$ cat src/rtl/pdflex_pkg.sv
package pdflex_pkg;

  localparam int HEAD_BYTES_DEF  = 9;
  localparam int LENGTH_BITS_DEF = 16;
  localparam int OFFSET_BITS_DEF = 32;
  localparam int QUEUE_DEPTH     = 4;

  // token kinds
  localparam logic [4:0] K_ERROR     = 5'd0;
  localparam logic [4:0] K_EOF       = 5'd1;
  localparam logic [4:0] K_LBRACKET  = 5'd2;
  localparam logic [4:0] K_RBRACKET  = 5'd3;
  localparam logic [4:0] K_LPAREN    = 5'd4;
  localparam logic [4:0] K_RPAREN    = 5'd5;
  localparam logic [4:0] K_LANGLE    = 5'd6;
  localparam logic [4:0] K_DLANGLE   = 5'd7;
  localparam logic [4:0] K_RANGLE    = 5'd8;
  localparam logic [4:0] K_DRANGLE   = 5'd9;
  localparam logic [4:0] K_NAME      = 5'd10;
  localparam logic [4:0] K_INT       = 5'd11;
  localparam logic [4:0] K_REAL      = 5'd12;
  localparam logic [4:0] K_COMMENT   = 5'd13;
  localparam logic [4:0] K_EOF_MARK  = 5'd14;
  localparam logic [4:0] K_BIN_HDR   = 5'd15;
  localparam logic [4:0] K_VERSION   = 5'd16;
  localparam logic [4:0] K_IDENT     = 5'd17;
  localparam logic [4:0] K_R         = 5'd18;
  localparam logic [4:0] K_OBJ       = 5'd19;
  localparam logic [4:0] K_NULL      = 5'd20;
  localparam logic [4:0] K_TRUE      = 5'd21;
  localparam logic [4:0] K_XREF      = 5'd22;
  localparam logic [4:0] K_FALSE     = 5'd23;
  localparam logic [4:0] K_ENDOBJ    = 5'd24;
  localparam logic [4:0] K_STREAM    = 5'd25;
  localparam logic [4:0] K_TRAILER   = 5'd26;
  localparam logic [4:0] K_ENDSTREAM = 5'd27;
  localparam logic [4:0] K_STARTXREF = 5'd28;

  // characters
  localparam logic [7:0] CH_NUL   = 8'h00;
  localparam logic [7:0] CH_TAB   = 8'h09;
  localparam logic [7:0] CH_LF    = 8'h0A;
  localparam logic [7:0] CH_FF    = 8'h0C;
  localparam logic [7:0] CH_CR    = 8'h0D;
  localparam logic [7:0] CH_SPACE = 8'h20;
  localparam logic [7:0] CH_PCT   = 8'h25;
  localparam logic [7:0] CH_LPAR  = 8'h28;
  localparam logic [7:0] CH_RPAR  = 8'h29;
  localparam logic [7:0] CH_PLUS  = 8'h2B;
  localparam logic [7:0] CH_MINUS = 8'h2D;
  localparam logic [7:0] CH_DOT   = 8'h2E;
  localparam logic [7:0] CH_SLASH = 8'h2F;
  localparam logic [7:0] CH_LT    = 8'h3C;
  localparam logic [7:0] CH_GT    = 8'h3E;
  localparam logic [7:0] CH_R     = 8'h52;
  localparam logic [7:0] CH_LBRK  = 8'h5B;
  localparam logic [7:0] CH_RBRK  = 8'h5D;

  localparam logic OP_DATA = 1'b0;
  localparam logic OP_EOF  = 1'b1;

  typedef struct packed {
    logic       op;
    logic [7:0] data_byte;
  } in_item_t;

  typedef struct packed {
    logic [4:0]  token_kind;
    logic [15:0] token_length;
    logic [31:0] token_start;
    logic        last_of_run;
  } token_t;

  typedef struct packed {
    logic   push0;
    logic   push1;
    token_t tok0;
    token_t tok1;
  } push_t;

  function automatic logic is_ws(input logic [7:0] c);
    return c == CH_NUL || c == CH_TAB || c == CH_LF || c == CH_FF ||
           c == CH_CR || c == CH_SPACE;
  endfunction

  function automatic logic is_delim(input logic [7:0] c);
    return c == CH_SLASH || c == CH_LBRK || c == CH_RBRK || c == CH_LPAR ||
           c == CH_RPAR || c == CH_LT || c == CH_GT;
  endfunction

  function automatic logic is_digit(input logic [7:0] c);
    return c >= 8'h30 && c <= 8'h39;
  endfunction

  function automatic logic is_alpha(input logic [7:0] c);
    return (c >= 8'h61 && c <= 8'h7A) || (c >= 8'h41 && c <= 8'h5A);
  endfunction

endpackage

$ cat src/rtl/pdf_token_lexer_unit.sv
// Flow: a request is taken into the input register, lexed once the token queue has room,
//   and its tokens are queued and offered one a cycle while out_ready_i is high.
// Throughput: one request per cycle while the queue has room for two tokens; a request's
//   two tokens leave in turn; the 4-entry queue sets how far input runs ahead of output.
// Reset: asynchronous, active low; clears the lexer mode, counters and queue pointers.
module pdf_token_lexer_unit #(
  parameter int HEAD_BYTES  = pdflex_pkg::HEAD_BYTES_DEF,
  parameter int LENGTH_BITS = pdflex_pkg::LENGTH_BITS_DEF,
  parameter int OFFSET_BITS = pdflex_pkg::OFFSET_BITS_DEF
) (
  input  logic                 clk_i,
  input  logic                 rst_ni,
  input  logic                 in_valid_i,
  output logic                 in_ready_o,
  input  pdflex_pkg::in_item_t in_item_i,
  output logic                 out_valid_o,
  input  logic                 out_ready_i,
  output pdflex_pkg::token_t   out_token_o
);
  import pdflex_pkg::*;

  localparam int LVL_W = $clog2(QUEUE_DEPTH+1);

  // Input register: holds one request until the lexer core consumes it.
  logic     in_vld_q;
  in_item_t in_q;
  logic     adv;
  logic     pop;
  logic     room;
  push_t    push;
  logic [LVL_W-1:0] level;

  // Advance only when the queue can absorb the worst case of two tokens; the bound
  // ignores a pop in the same cycle so no path runs from out_ready_i to in_ready_o.
  assign room       = level <= LVL_W'(QUEUE_DEPTH - 2);
  assign adv        = in_vld_q & room;
  assign in_ready_o = !in_vld_q || adv;

  always_ff @(posedge clk_i or negedge rst_ni) begin
    if (!rst_ni) begin
      in_vld_q <= 1'b0;
    end else if (in_ready_o) begin
      in_vld_q <= in_valid_i;
    end
  end

  always_ff @(posedge clk_i) begin
    if (in_ready_o && in_valid_i) in_q <= in_item_i;
  end

  // Lexer core: mode, length, origin, offset and the head bytes of the open token.
  pdflex_core #(
    .HEAD_BYTES (HEAD_BYTES),
    .LENGTH_BITS(LENGTH_BITS),
    .OFFSET_BITS(OFFSET_BITS)
  ) u_core (
    .clk_i (clk_i),
    .rst_ni(rst_ni),
    .adv_i (adv),
    .item_i(in_q),
    .push_o(push)
  );

  // Token queue: parts the lexer from the consumer and serializes token pairs.
  assign out_valid_o = level != '0;
  assign pop         = out_valid_o & out_ready_i;

  pdflex_queue #(
    .DEPTH(QUEUE_DEPTH)
  ) u_queue (
    .clk_i  (clk_i),
    .rst_ni (rst_ni),
    .push_i (push),
    .pop_i  (pop),
    .head_o (out_token_o),
    .level_o(level)
  );

  // A second token of one request never appears without a first.
  a_pair_order: assert property (@(posedge clk_i) disable iff (!rst_ni)
    push.push1 |-> push.push0)
    else $error("second token pushed without a first");

  // The last pushed token of a request, and only it, carries last_of_run.
  a_last_flag: assert property (@(posedge clk_i) disable iff (!rst_ni)
    push.push1 |-> (push.tok1.last_of_run && !push.tok0.last_of_run))
    else $error("last_of_run wrong on token pair");

  a_single_last: assert property (@(posedge clk_i) disable iff (!rst_ni)
    (push.push0 && !push.push1) |-> push.tok0.last_of_run)
    else $error("last_of_run missing on single token");

  // The queue never overflows: in the cycle after a push its level stays within depth.
  a_no_overflow: assert property (@(posedge clk_i) disable iff (!rst_ni)
    (push.push0 || push.push1) |=> (level <= LVL_W'(QUEUE_DEPTH)))
    else $error("token queue overflow");

endmodule

$ cat src/rtl/pdflex_core.sv
module pdflex_core #(
  parameter int HEAD_BYTES  = pdflex_pkg::HEAD_BYTES_DEF,
  parameter int LENGTH_BITS = pdflex_pkg::LENGTH_BITS_DEF,
  parameter int OFFSET_BITS = pdflex_pkg::OFFSET_BITS_DEF
) (
  input  logic                 clk_i,
  input  logic                 rst_ni,
  input  logic                 adv_i,
  input  pdflex_pkg::in_item_t item_i,
  output pdflex_pkg::push_t    push_o
);
  import pdflex_pkg::*;

  localparam int IDX_W = $clog2(HEAD_BYTES);
  localparam logic [LENGTH_BITS-1:0] LEN_MAX = '1;

  typedef enum logic [3:0] {
    M_START, M_NAME, M_LANGLE, M_RANGLE, M_COMMENT, M_IDENT, M_NUMBER, M_REAL, M_SKIP
  } mode_e;

  mode_e                  mode_q, mode_d;
  logic [LENGTH_BITS-1:0] count_q, count_d;
  logic [OFFSET_BITS-1:0] origin_q, origin_d;
  logic [OFFSET_BITS-1:0] offset_q, offset_d;
  logic [7:0]             head_q [HEAD_BYTES];

  logic             hw_en;
  logic [IDX_W-1:0] hw_idx;
  logic             e0, e1;
  token_t           t0, t1;

  // compare the first n head bytes against a right-aligned string
  function automatic logic head_eq(input logic [71:0] s, input int n);
    logic ok;
    ok = 1'b1;
    for (int i = 0; i < 9; i++) begin
      if (i < n) begin
        if (head_q[i] != s[8*(n-1-i) +: 8]) ok = 1'b0;
      end
    end
    return ok;
  endfunction

  function automatic logic [4:0] ident_kind();
    logic [4:0] k;
    k = K_IDENT;
    if (count_q == LENGTH_BITS'(1)) begin
      if (head_q[0] == CH_R) k = K_R;
    end else if (count_q == LENGTH_BITS'(3)) begin
      if (head_eq(72'("obj"), 3)) k = K_OBJ;
    end else if (count_q == LENGTH_BITS'(4)) begin
      if (head_eq(72'("null"), 4)) k = K_NULL;
      else if (head_eq(72'("true"), 4)) k = K_TRUE;
      else if (head_eq(72'("xref"), 4)) k = K_XREF;
    end else if (count_q == LENGTH_BITS'(5)) begin
      if (head_eq(72'("false"), 5)) k = K_FALSE;
    end else if (count_q == LENGTH_BITS'(6)) begin
      if (head_eq(72'("endobj"), 6)) k = K_ENDOBJ;
      else if (head_eq(72'("stream"), 6)) k = K_STREAM;
    end else if (count_q == LENGTH_BITS'(7)) begin
      if (head_eq(72'("trailer"), 7)) k = K_TRAILER;
    end else if (count_q == LENGTH_BITS'(9)) begin
      if (head_eq(72'("endstream"), 9)) k = K_ENDSTREAM;
      else if (head_eq(72'("startxref"), 9)) k = K_STARTXREF;
    end
    return k;
  endfunction

  function automatic logic [4:0] comment_kind();
    logic [4:0] k;
    k = K_COMMENT;
    if (count_q >= LENGTH_BITS'(5) && head_eq(72'("%%EOF"), 5)) begin
      k = K_EOF_MARK;
    end else if (count_q >= LENGTH_BITS'(5) && head_q[1][7] && head_q[2][7] &&
                 head_q[3][7] && head_q[4][7]) begin
      k = K_BIN_HDR;
    end else if (count_q >= LENGTH_BITS'(8) && head_eq(72'("%PDF-"), 5) &&
                 head_q[6] == CH_DOT && is_digit(head_q[5]) && is_digit(head_q[7])) begin
      k = K_VERSION;
    end
    return k;
  endfunction

  function automatic token_t mk_tok(input logic [4:0] kind,
                                    input logic [LENGTH_BITS-1:0] len,
                                    input logic [OFFSET_BITS-1:0] start);
    token_t     t;
    logic [31:0] lw;
    logic [63:0] sw;
    lw = 32'(len);
    sw = 64'(start);
    t.token_kind   = kind;
    t.token_length = (lw > 32'h0000_FFFF) ? 16'hFFFF : lw[15:0];
    t.token_start  = sw[31:0];
    t.last_of_run  = 1'b0;
    return t;
  endfunction

  always_comb begin
    logic [7:0] c;
    logic       redo;
    logic       dispatch;
    logic       ds_emit;
    token_t     ds_tok;
    logic [4:0] k;

    c        = item_i.data_byte;
    redo     = 1'b0;
    dispatch = 1'b0;
    ds_emit  = 1'b0;
    ds_tok   = mk_tok(K_ERROR, '0, offset_q);
    k        = K_IDENT;
    mode_d   = mode_q;
    count_d  = count_q;
    origin_d = origin_q;
    offset_d = offset_q;
    hw_en    = 1'b0;
    hw_idx   = count_q[IDX_W-1:0];
    e0       = 1'b0;
    e1       = 1'b0;
    t0       = mk_tok(K_ERROR, '0, offset_q);
    t1       = mk_tok(K_ERROR, '0, offset_q);

    if (item_i.op == OP_EOF) begin
      e0      = 1'b1;
      t0      = mk_tok((mode_q == M_SKIP) ? K_ERROR : K_EOF, '0, offset_q);
      mode_d  = M_START;
      count_d = '0;
    end else begin
      offset_d = offset_q + OFFSET_BITS'(1);
      unique case (mode_q)
        M_NAME, M_IDENT: begin
          if (!is_ws(c) && !is_delim(c)) begin
            hw_en   = count_q < LENGTH_BITS'(HEAD_BYTES);
            count_d = (count_q == LEN_MAX) ? count_q : count_q + LENGTH_BITS'(1);
          end else if (mode_q == M_NAME) begin
            e0     = 1'b1;
            t0     = mk_tok(K_NAME, count_q, origin_q);
            mode_d = M_START;
            redo   = 1'b1;
          end else begin
            k = ident_kind();
            if (k == K_STREAM) begin
              if (c == CH_LF) begin
                e0     = 1'b1;
                t0     = mk_tok(K_STREAM, count_q, origin_q);
                mode_d = M_START;
              end else begin
                mode_d = M_SKIP;
              end
            end else begin
              e0     = 1'b1;
              t0     = mk_tok(k, count_q, origin_q);
              mode_d = M_START;
              redo   = 1'b1;
            end
          end
        end
        M_SKIP: begin
          if (c == CH_LF) begin
            e0     = 1'b1;
            t0     = mk_tok(K_STREAM, count_q, origin_q);
            mode_d = M_START;
          end
        end
        M_LANGLE, M_RANGLE: begin
          mode_d = M_START;
          e0     = 1'b1;
          if (mode_q == M_LANGLE) begin
            if (c == CH_LT) begin
              t0 = mk_tok(K_DLANGLE, '0, origin_q);
            end else begin
              t0   = mk_tok(K_LANGLE, '0, origin_q);
              redo = 1'b1;
            end
          end else begin
            if (c == CH_GT) begin
              t0 = mk_tok(K_DRANGLE, '0, origin_q);
            end else begin
              t0   = mk_tok(K_RANGLE, '0, origin_q);
              redo = 1'b1;
            end
          end
        end
        M_COMMENT: begin
          if (c == CH_CR || c == CH_LF) begin
            e0     = 1'b1;
            t0     = mk_tok(comment_kind(), count_q, origin_q);
            mode_d = M_START;
          end else begin
            hw_en   = count_q < LENGTH_BITS'(HEAD_BYTES);
            count_d = (count_q == LEN_MAX) ? count_q : count_q + LENGTH_BITS'(1);
          end
        end
        M_NUMBER, M_REAL: begin
          if (is_digit(c) || c == CH_DOT) begin
            hw_en   = count_q < LENGTH_BITS'(HEAD_BYTES);
            count_d = (count_q == LEN_MAX) ? count_q : count_q + LENGTH_BITS'(1);
            if (c == CH_DOT) mode_d = M_REAL;
          end else begin
            e0     = 1'b1;
            t0     = mk_tok((mode_q == M_NUMBER) ? K_INT : K_REAL, count_q, origin_q);
            mode_d = M_START;
            redo   = 1'b1;
          end
        end
        default: dispatch = 1'b1;
      endcase

      // start-state dispatch, also for a terminator handed back by the first pass
      if (dispatch || redo) begin
        mode_d = M_START;
        unique case (c)
          CH_SLASH, CH_PCT, CH_PLUS, CH_MINUS: begin
            mode_d   = (c == CH_SLASH) ? M_NAME : ((c == CH_PCT) ? M_COMMENT : M_REAL);
            origin_d = offset_q;
            count_d  = LENGTH_BITS'(1);
            hw_en    = 1'b1;
            hw_idx   = '0;
          end
          CH_LT, CH_GT: begin
            mode_d   = (c == CH_LT) ? M_LANGLE : M_RANGLE;
            origin_d = offset_q;
            count_d  = '0;
          end
          CH_LBRK: begin ds_emit = 1'b1; ds_tok = mk_tok(K_LBRACKET, '0, offset_q); end
          CH_RBRK: begin ds_emit = 1'b1; ds_tok = mk_tok(K_RBRACKET, '0, offset_q); end
          CH_LPAR: begin ds_emit = 1'b1; ds_tok = mk_tok(K_LPAREN, '0, offset_q); end
          CH_RPAR: begin ds_emit = 1'b1; ds_tok = mk_tok(K_RPAREN, '0, offset_q); end
          default: begin
            if (is_alpha(c) || is_digit(c)) begin
              mode_d   = is_alpha(c) ? M_IDENT : M_NUMBER;
              origin_d = offset_q;
              count_d  = LENGTH_BITS'(1);
              hw_en    = 1'b1;
              hw_idx   = '0;
            end else if (!is_ws(c)) begin
              ds_emit = 1'b1;
              ds_tok  = mk_tok(K_ERROR, '0, offset_q);
            end
          end
        endcase
        if (redo) begin
          e1 = ds_emit;
          t1 = ds_tok;
        end else begin
          e0 = ds_emit;
          t0 = ds_tok;
        end
      end
    end

    t0.last_of_run = !e1;
    t1.last_of_run = 1'b1;
  end

  assign push_o.push0 = adv_i & e0;
  assign push_o.push1 = adv_i & e1;
  assign push_o.tok0  = t0;
  assign push_o.tok1  = t1;

  always_ff @(posedge clk_i or negedge rst_ni) begin
    if (!rst_ni) begin
      mode_q   <= M_START;
      count_q  <= '0;
      origin_q <= '0;
      offset_q <= '0;
    end else if (adv_i) begin
      mode_q   <= mode_d;
      count_q  <= count_d;
      origin_q <= origin_d;
      offset_q <= offset_d;
    end
  end

  always_ff @(posedge clk_i) begin
    for (int i = 0; i < HEAD_BYTES; i++) begin
      if (adv_i && hw_en && hw_idx == IDX_W'(i)) head_q[i] <= item_i.data_byte;
    end
  end

endmodule

$ cat src/rtl/pdflex_queue.sv
module pdflex_queue #(
  parameter int DEPTH = pdflex_pkg::QUEUE_DEPTH
) (
  input  logic                          clk_i,
  input  logic                          rst_ni,
  input  pdflex_pkg::push_t             push_i,
  input  logic                          pop_i,
  output pdflex_pkg::token_t            head_o,
  output logic [$clog2(DEPTH+1)-1:0]    level_o
);
  import pdflex_pkg::*;

  localparam int PTR_W = $clog2(DEPTH);
  localparam int LVL_W = $clog2(DEPTH+1);

  token_t           mem_q [DEPTH];
  logic [PTR_W-1:0] wr_q, rd_q, wr_d, rd_d, wr_nx;
  logic [LVL_W-1:0] level_q, level_d;
  logic             any_push, two_push;
  token_t           first_tok;

  function automatic logic [PTR_W-1:0] inc(input logic [PTR_W-1:0] p);
    return (p == PTR_W'(DEPTH-1)) ? '0 : p + PTR_W'(1);
  endfunction

  always_comb begin
    any_push  = push_i.push0 | push_i.push1;
    two_push  = push_i.push0 & push_i.push1;
    first_tok = push_i.push0 ? push_i.tok0 : push_i.tok1;
    wr_nx     = inc(wr_q);
    wr_d      = two_push ? inc(wr_nx) : (any_push ? wr_nx : wr_q);
    rd_d      = pop_i ? inc(rd_q) : rd_q;
    level_d   = level_q + LVL_W'(push_i.push0) + LVL_W'(push_i.push1) - LVL_W'(pop_i);
  end

  assign head_o  = mem_q[rd_q];
  assign level_o = level_q;

  always_ff @(posedge clk_i or negedge rst_ni) begin
    if (!rst_ni) begin
      wr_q    <= '0;
      rd_q    <= '0;
      level_q <= '0;
    end else begin
      wr_q    <= wr_d;
      rd_q    <= rd_d;
      level_q <= level_d;
    end
  end

  always_ff @(posedge clk_i) begin
    for (int i = 0; i < DEPTH; i++) begin
      if (any_push && wr_q == PTR_W'(i)) mem_q[i] <= first_tok;
      if (two_push && wr_nx == PTR_W'(i)) mem_q[i] <= push_i.tok1;
    end
  end

endmodule
$ cat config.mk
export PLATFORM = sky130hd
export DESIGN_NAME = pdf_token_lexer_unit
export DESIGN_NICKNAME = d
export VERILOG_FILES = /design/src/rtl/pdflex_pkg.sv /design/src/rtl/pdf_token_lexer_unit.sv /design/src/rtl/pdflex_core.sv /design/src/rtl/pdflex_queue.sv
export SDC_FILE = /design/constraint.sdc
export NUM_CORES = 1
export LEC_CHECK = 0
export ABC_AREA = 1
export BUFFER_PORTS_ARGS = -buffer_cell sky130_fd_sc_hd__buf_4
export CORE_MARGIN = 1.5
export CORE_UTILIZATION = 50
export DETAILED_ROUTE_END_ITERATION = 8
export GPL_TIMING_DRIVEN = 1
export PLACE_DENSITY = 0.66
export SYNTH_ARGS = -nofsm -noshare
export SYNTH_HDL_FRONTEND = slang
export SYNTH_SLANG_ARGS = --single-unit
$ cat constraint.sdc
create_clock -name clk_i -period 7.7 [get_ports clk_i]
set_clock_uncertainty 0.05 [all_clocks]
set_input_delay 0.77 -clock clk_i [delete_from_list [all_inputs] [get_ports clk_i]]
set_output_delay 0.77 -clock clk_i [all_outputs]
set_load 0.02 [all_outputs]
==> results of run 1 <==
## synthesized netlist by cell type, types with 29 or more instances
cell type	count	area share [%]
nand4_1	41	1.1
clkbuf_1	107	1.8
o21ai_0	237	5.2
o2111ai_1	30	1.1
a21oi_1	65	1.4
nand2_1	851	14
edfxtp_1	278	36
nor3_1	53	1.2
inv_1	251	4.1
dfrtp_1	92	10
inv_2	35	0.57
xor2_1	29	1.1
nand3_1	323	7.1
o22ai_1	50	1.4
buf_2	32	0.70
nor2_1	327	5.4
## critical path: stages (launching register included)
cell and delay, ns:
edfxtp_1 0.52, inv_1 0.15, nand2_1 0.11, nor2_1 0.13
nand2_1 0.13, nor3_1 0.49, nor2_1 0.15, nand2_2 0.09
buf_4 0.55, nand2_1 0.25, inv_1 0.23, nand2_2 0.09
nand2_4 0.13, nand2_8 0.11, nor2_4 0.13, inv_2 0.31
nand2_2 0.72, buf_4 0.39
## path summary, 6_finish.rpt
check	start	end	slack [ns]
min in group asynchronous	rst_ni	u_core.count_q[11]$_DFFE_PN0P_	0.63
worst max-delay path	in_q[7]$_DFFE_PP_	u_queue.mem_q[0][39]$_SDFFCE_PP0P_	2.61
worst max register to register	in_q[7]$_DFFE_PP_	u_queue.mem_q[0][39]$_SDFFCE_PP0P_	2.61
worst min register to register	u_queue.mem_q[2][52]$_SDFFE_PP0P_	u_queue.mem_q[2][52]$_SDFFE_PP0P_	0.41
worst min-delay path	in_item_i[8]	in_q[8]$_DFFE_PP_	0.30
max in group asynchronous	rst_ni	u_core.origin_q[5]$_DFFE_PN0P_	5.65
## registers in the layout (all words and copies together), names as in the netlist, 2 cells and up
signal / flops
u_core.mode_q: 4
u_queue.level_o: 3
u_core.offset_q: 32
in_q: 9
u_queue.wr_q: 2
u_core.origin_q: 32
u_core.count_q: 16
u_queue.rd_q: 2
u_core.head_q: 72
u_queue.mem_q: 216
## final cells by class
type | count | area share, %
sequential | 389 | 43.8
multi-input combinational | 2135 | 40.0
clock buffer | 50 | 4.67
inverter | 291 | 4.35
tap | 600 | 2.98
timing repair buffer | 95 | 2.84
clock inverter | 34 | 1.30
## metal layers
| metal | wire, um | vias to the layer above | global-route usage [%] |
|---|---|---|---|
| met1 | 33800 | 10100 | 48.3 |
| met5 | 0 | - | 0 |
| li1 | - | 9903 | - |
| met3 | 9800 | 98 | 9.78 |
| met2 | 32300 | 1143 | 46.6 |
| met4 | 1210 | 0 | 7.43 |
## per-stage QoR
step | setup slack, ns | instance area (um2) | power, mW
6_report | 2.61 | 25200 | 7.96
5_1_grt | 2.19 | 25200 | 8.33
4_1_cts | 2.62 | 25200 | 7.93
3_5_place_dp | 2.62 | 23700 | 5.76
3_3_place_gp | 2.64 | 23700 | 5.72
2_1_floorplan | 3.61 | 22900 | 4.60
## cells by family after synthesis
group / share of synthesized area [%]
adders and majority gates: 1.10
DFF: 48.2
xor gates and xnor gates: 1.15
and+or+nand+nor: 31.4
buffers and inverters: 7.95
AOI/OAI and AO/OA: 10.2
## layout by cell type (no fill, tap or decap), types with 29 or more instances in the layout
| master | count |
|---|---|
| nand2_1 | 847 |
| inv_2 | 36 |
| clkbuf_16 | 46 |
| xor2_1 | 29 |
| o22ai_1 | 50 |
| nand3_1 | 323 |
| buf_4 | 94 |
| inv_1 | 251 |
| nand4_1 | 41 |
| edfxtp_1 | 278 |
| dfrtp_1 | 91 |
| nor3_1 | 52 |
| o21ai_0 | 237 |
| nor2_1 | 326 |
| o2111ai_1 | 30 |
| a21oi_1 | 65 |
## power groups by stage
stage                     Sequential, mW  Combinational, mW  Clock (mW)
final                               2.84               2.93        2.18
after global routing                2.87               3.17        2.29
after CTS                           2.84               2.89        2.21
after detailed placement            2.88               2.88           0
after global placement              2.87               2.85           0
after floorplan                     2.75               1.85           0
==> results.ini, run 1 <==
[outcome]
status=finished, final reports clean

[timing]
post-route-period-util_pct=66.2
slew_violations=0
finalHoldViolCount=0
max_slew_margin_pct=31.4
rsz0062_at_grt=no
worst_slew_pin_slew_ns=1.03
finalSetupViolCount=0
timing.setup.tns_ns=0
max_freq_mhz=196
fin_crit_ns=5.09
whs_ns=0.301

[pwr]
clkPwrFrac_pct=27.4
power.switching_mw=3.24
p_leak_nw=10.7
p_sw_share_pct=40.7
peakVddDrop_uv=250
p_per_area_nw_per_um2=316
seq_power_share_pct=35.7
comb_power_share_pct=36.9
internal_power_mw=4.72

[grt]
grt_usage_pct=32.6
overflow=0
grt_pass1_vias=19600
grt_pass1_wl_mm=117
antenna_found_initial=0
grt_max_degree=73

[placement]
gp_congestion=1.02
port_buffers=68
dp_cells=3509
place_hpwl_mm=53.0

[clocking]
clock-sinks=389
post_cts_resized=0
cts-buffers-inserted=45
cts_hold_buf=1
cts.reportedPaths.clkPinSlew_ns=0.06
cts_tree=built
cts_setup_buffers=0
clk_latency_ns=0.60
cts-root-buf=clkbuf_16
cts_buffer_depth=3
htree_levels=2

[worst_setup_path]
cp.arrival_ns=5.32
rr_worst_depth=17
critPathMaxFanout=65
required_ns=7.92
cp-start-kind=register
path_class=reg -> reg
end_kind=register

[synth]
synth_edf_count=278
async_flop_share_pct=23.7
yosysSeqAreaShare_pct=48.2
syn_nets=3009
ys_types=56
syn_area_um2=22900
synth.avg_cell_area_um2=7.69
ys.flop_type=edfxtp_1
synth-seq-cells=389
syn_inst=2977
ys_warn_count=0

[die]
chipHeight_um=217
io_pins=69
dieArea_um2=47100
core-area_um2=45300
fp-row-count=78
start_util_pct=50.6
die_x_um=217

[routing]
ant_nets=0
dr_total_vias=21200
detail_route.wl_per_cell_um=21.5
drt_pass1_iterations=6
drt_iter0_drc=2855
route.detailed.drc=0
totalWireLength_mm=77.1
viasPerCell=5.91

[finish]
instances_no_fill=3594
num-nets-final=2989
synthToLayoutAreaGrowth_pct=9.94
fillers=4217
antennaDiodeCount=0
drive_gt1_share_pct=8.55
multiInputGateArea_um2=10100
utilization_pct=55.6
seq_area_um2=11000

[run]
drv_cap=0

[min_path]
hold_path_class=in -> reg
hold_depth=1

Power figures use the tool's default switching activity.
==> run 2: changes to the inputs <==
Clock period 7.7 ns to 4.75 ns, I/O delays scaled along.
==> run 2 against run 1 <==
The flow now finishes with violations (negative hold slack). Critical path depth rose by 5. Register-to-register slack lost 2.2 ns. Worst hold slack worse by 0.30 ns. Maximum frequency is 16% higher. Count of clock-buffer cells in the layout up 2. Combinational power increased by 62%. Worst setup slack worse by 2.2 ns. Total power up 56%.
==> results.ini, run 2 (synthesis gave the netlist of run 1 again) <==
[outcome]
status=complete, but fails checks
violations=negative hold slack

[die]
chipHeight_um=217  ; unchanged
die_x_um=217  ; unchanged
io_pins=69  ; unchanged
core-area_um2=45300  ; unchanged
start_util_pct=50.6  ; unchanged
fp-row-count=78  ; unchanged
dieArea_um2=47100  ; unchanged

[worst_setup_path]
cp.arrival_ns=4.60  ; -0.72 ns
critPathMaxFanout=33  ; -49%
cp-start-kind=register
critical_path.top_delay_family=simple AND/OR/NAND/NOR gates
critical_path_buf_inv_count=6  ; +1
path_common_cell=nand2_1
slowest_stage=dfrtp_1
slowest_delay_ns=0.47  ; -0.25 ns
end_kind=register
required_ns=4.96  ; -2.96 ns
path_class=reg -> reg
path_cells=inv_1 -> ha_1 -> inv_1 -> nor3_1 -> nand3_1 -> inv_1 -> nand3_1 -> nand2_1 -> nand2_1 -> nand2_1 -> nand2_1 -> nand3_2 -> nor2_4 -> nand2_4 -> buf_4 -> nand2_2 -> nand2_4 -> nand2_8 -> nor2_4 -> inv_2 -> nand2_2 -> buf_4

[routing]
drt_pass1_iterations=6  ; unchanged
ant_nets=0  ; unchanged
route.detailed.drc=0  ; unchanged
drt_iter0_drc=2581  ; -9.6%
dr_total_vias=21100  ; -0.59%
totalWireLength_mm=71.3  ; -7.6%
detail_route.wl_per_cell_um=19.7  ; -8.0%
viasPerCell=5.85  ; -0.98%

[timing]
finalSetupViolCount=0  ; unchanged
fin_crit_ns=4.38  ; -0.712 ns
max_freq_mhz=228  ; +16%
max_slew_margin_pct=22.7  ; -8.6 points
rsz0062_at_grt=no
worst_slew_pin_slew_ns=1.16  ; +0.129 ns
setup_slack_ns=0.367  ; -2.24 ns
post-route-period-util_pct=92.3  ; +26 points
finalHoldViolCount=1  ; +1
timing.setup.tns_ns=0  ; unchanged
whs_ns=-0.000812  ; -0.302 ns
slew_violations=0  ; unchanged

[placement]
dp_cells=3528  ; +0.54%
pre_cts_ws_ns=0.0166  ; -2.61 ns
port_buffers=68  ; unchanged
gp_congestion=0.957  ; -6.1%
place_hpwl_mm=44.8  ; -16%

[clocking]
cts-root-buf=clkbuf_16
cts_tree=built
cts_buffer_depth=3  ; unchanged
cts.reportedPaths.clkPinSlew_ns=0.06  ; about the same
clk_latency_ns=0.59  ; about the same
htree_levels=2  ; unchanged
clock-sinks=389  ; unchanged
cts-buffers-inserted=43  ; -4.4%

[finish]
largest_reg_flops=216  ; unchanged
antennaDiodeCount=0  ; unchanged
max_flop_register=u_queue.mem_q
seq_area_um2=11000  ; unchanged
drive_gt1_share_pct=8.94  ; +0.39 points
layout_commonest_cell=nand2_1
instances_no_fill=3608  ; +0.39%
fillers=4228  ; +0.26%
num-nets-final=3007  ; +0.60%
top_regs=u_queue.mem_q x216, u_core.head_q x72
mostFrequentLayoutCells=nand2_1 (847), nor2_1 (326), nand3_1 (323)
synthToLayoutAreaGrowth_pct=9.90  ; about the same
multiInputGateArea_um2=10100  ; about the same

[grt]
grt_pass1_wl_mm=111  ; -5.0%
grt_usage_pct=30.3  ; -2.3 points
antenna_found_initial=1  ; +1
grt_pass1_vias=20000  ; +1.9%
grt_max_degree=94  ; +29%
overflow=0  ; unchanged

[pwr]
p_leak_nw=10.7  ; +0.21%
power_mw=12.4  ; +56%
p_per_area_nw_per_um2=492  ; +56%
peakVddDrop_uv=356  ; +42%

[run]
drv_cap=0  ; unchanged

[min_path]
hold_path_class=in -> async

-- run 2: changes by cell type in the layout (fill, tap and decap cells not counted), moves of 2 or more --
cell        delta
inv_6          +3
clkbuf_1       +3
clkbuf_8       +2
clkbuf_16      -3
buf_12         +4
bufinv_16      -4
clkinv_4       -2
buf_4         +16
clkinvlp_4     -3
-- run 2: cell type report --
cell class,count,area share [%]
well taps,600,2.98
repair buffers,114,3.60
inverters,291,4.35
flip-flops and latches,389,43.9
clock buffers,52,4.53
multi-input cells,2136,40.1
clock inverters,26,0.632
-- run 2: where the power goes --
group          internal, mW  switching, mW  total [mW]  leakage (nW)
registers              4.23          0.271        4.50          4.00
logic                  1.41           3.33        4.74          6.06
clock network          1.76           1.38        3.14         0.641
-- run 2: final timing paths --
check | from | end | slack, ns | cells past startpoint
max | u_core.count_q[1]$_DFFE_PN0P_ | u_queue.mem_q[1][15]$_DFFE_PP_ | 0.37 | 22
min | rst_ni | u_queue.wr_q[1]$_DFFE_PN0P_ | -0.0008 | 1
max reg2reg | u_core.count_q[1]$_DFFE_PN0P_ | u_queue.mem_q[1][15]$_DFFE_PP_ | 0.37 | 22
min reg2reg | u_queue.mem_q[2][45]$_SDFFE_PP0P_ | u_queue.mem_q[2][45]$_SDFFE_PP0P_ | 0.41 | 2
max in group asynchronous | rst_ni | u_queue.rd_q[0]$_DFFE_PN0P_ | 3.57 | 2
min in group clk_i | in_item_i[5] | in_q[5]$_DFFE_PP_ | 0.03 | 1
-- run 2: worst reg2reg max path, stage by stage (launching register included) --
cell     delay, ns
dfrtp_1       0.47
inv_1         0.24
ha_1          0.27
inv_1         0.10
nor3_1        0.14
nand3_1       0.18
inv_1         0.13
nand3_1       0.11
nand2_1       0.09
nand2_1       0.05
nand2_1       0.05
nand2_1       0.06
nand3_2       0.19
nor2_4        0.09
nand2_4       0.09
buf_4         0.42
nand2_2       0.12
nand2_4       0.13
nand2_8       0.11
nor2_4        0.13
inv_2         0.05
nand2_2       0.43
buf_4         0.37
-- run 2: timing repair --
action,CTS,global route
setup buffers,0,1
cloned,1,0
pin swaps,1,2
resized for setup,0,0
hold buffers,0,0
endpoints found under the setup margin,2,117
-- run 2: per-stage QoR --
stage	util, %	hold slack [ns]	area, um2
global placement	52.7	0.404	23800
finish	55.6	-0.000812	25200
global route	55.6	0.00472	25200
detailed placement	52.7	0.405	23800
floorplan	-	0.129	22900
CTS	55.5	0.000741	25200
-- run 2: per-layer routing --
metal  share of wire, %  up-vias  track usage, %  wire length, um
met5                  0        -               0                0
met4                2.7        0            10.1             1920
met3                9.4      159            5.76             6670
met2                 46     1093            48.0            32500
met1                 42     9928            41.9            30100
li1                   -     9927               -                -
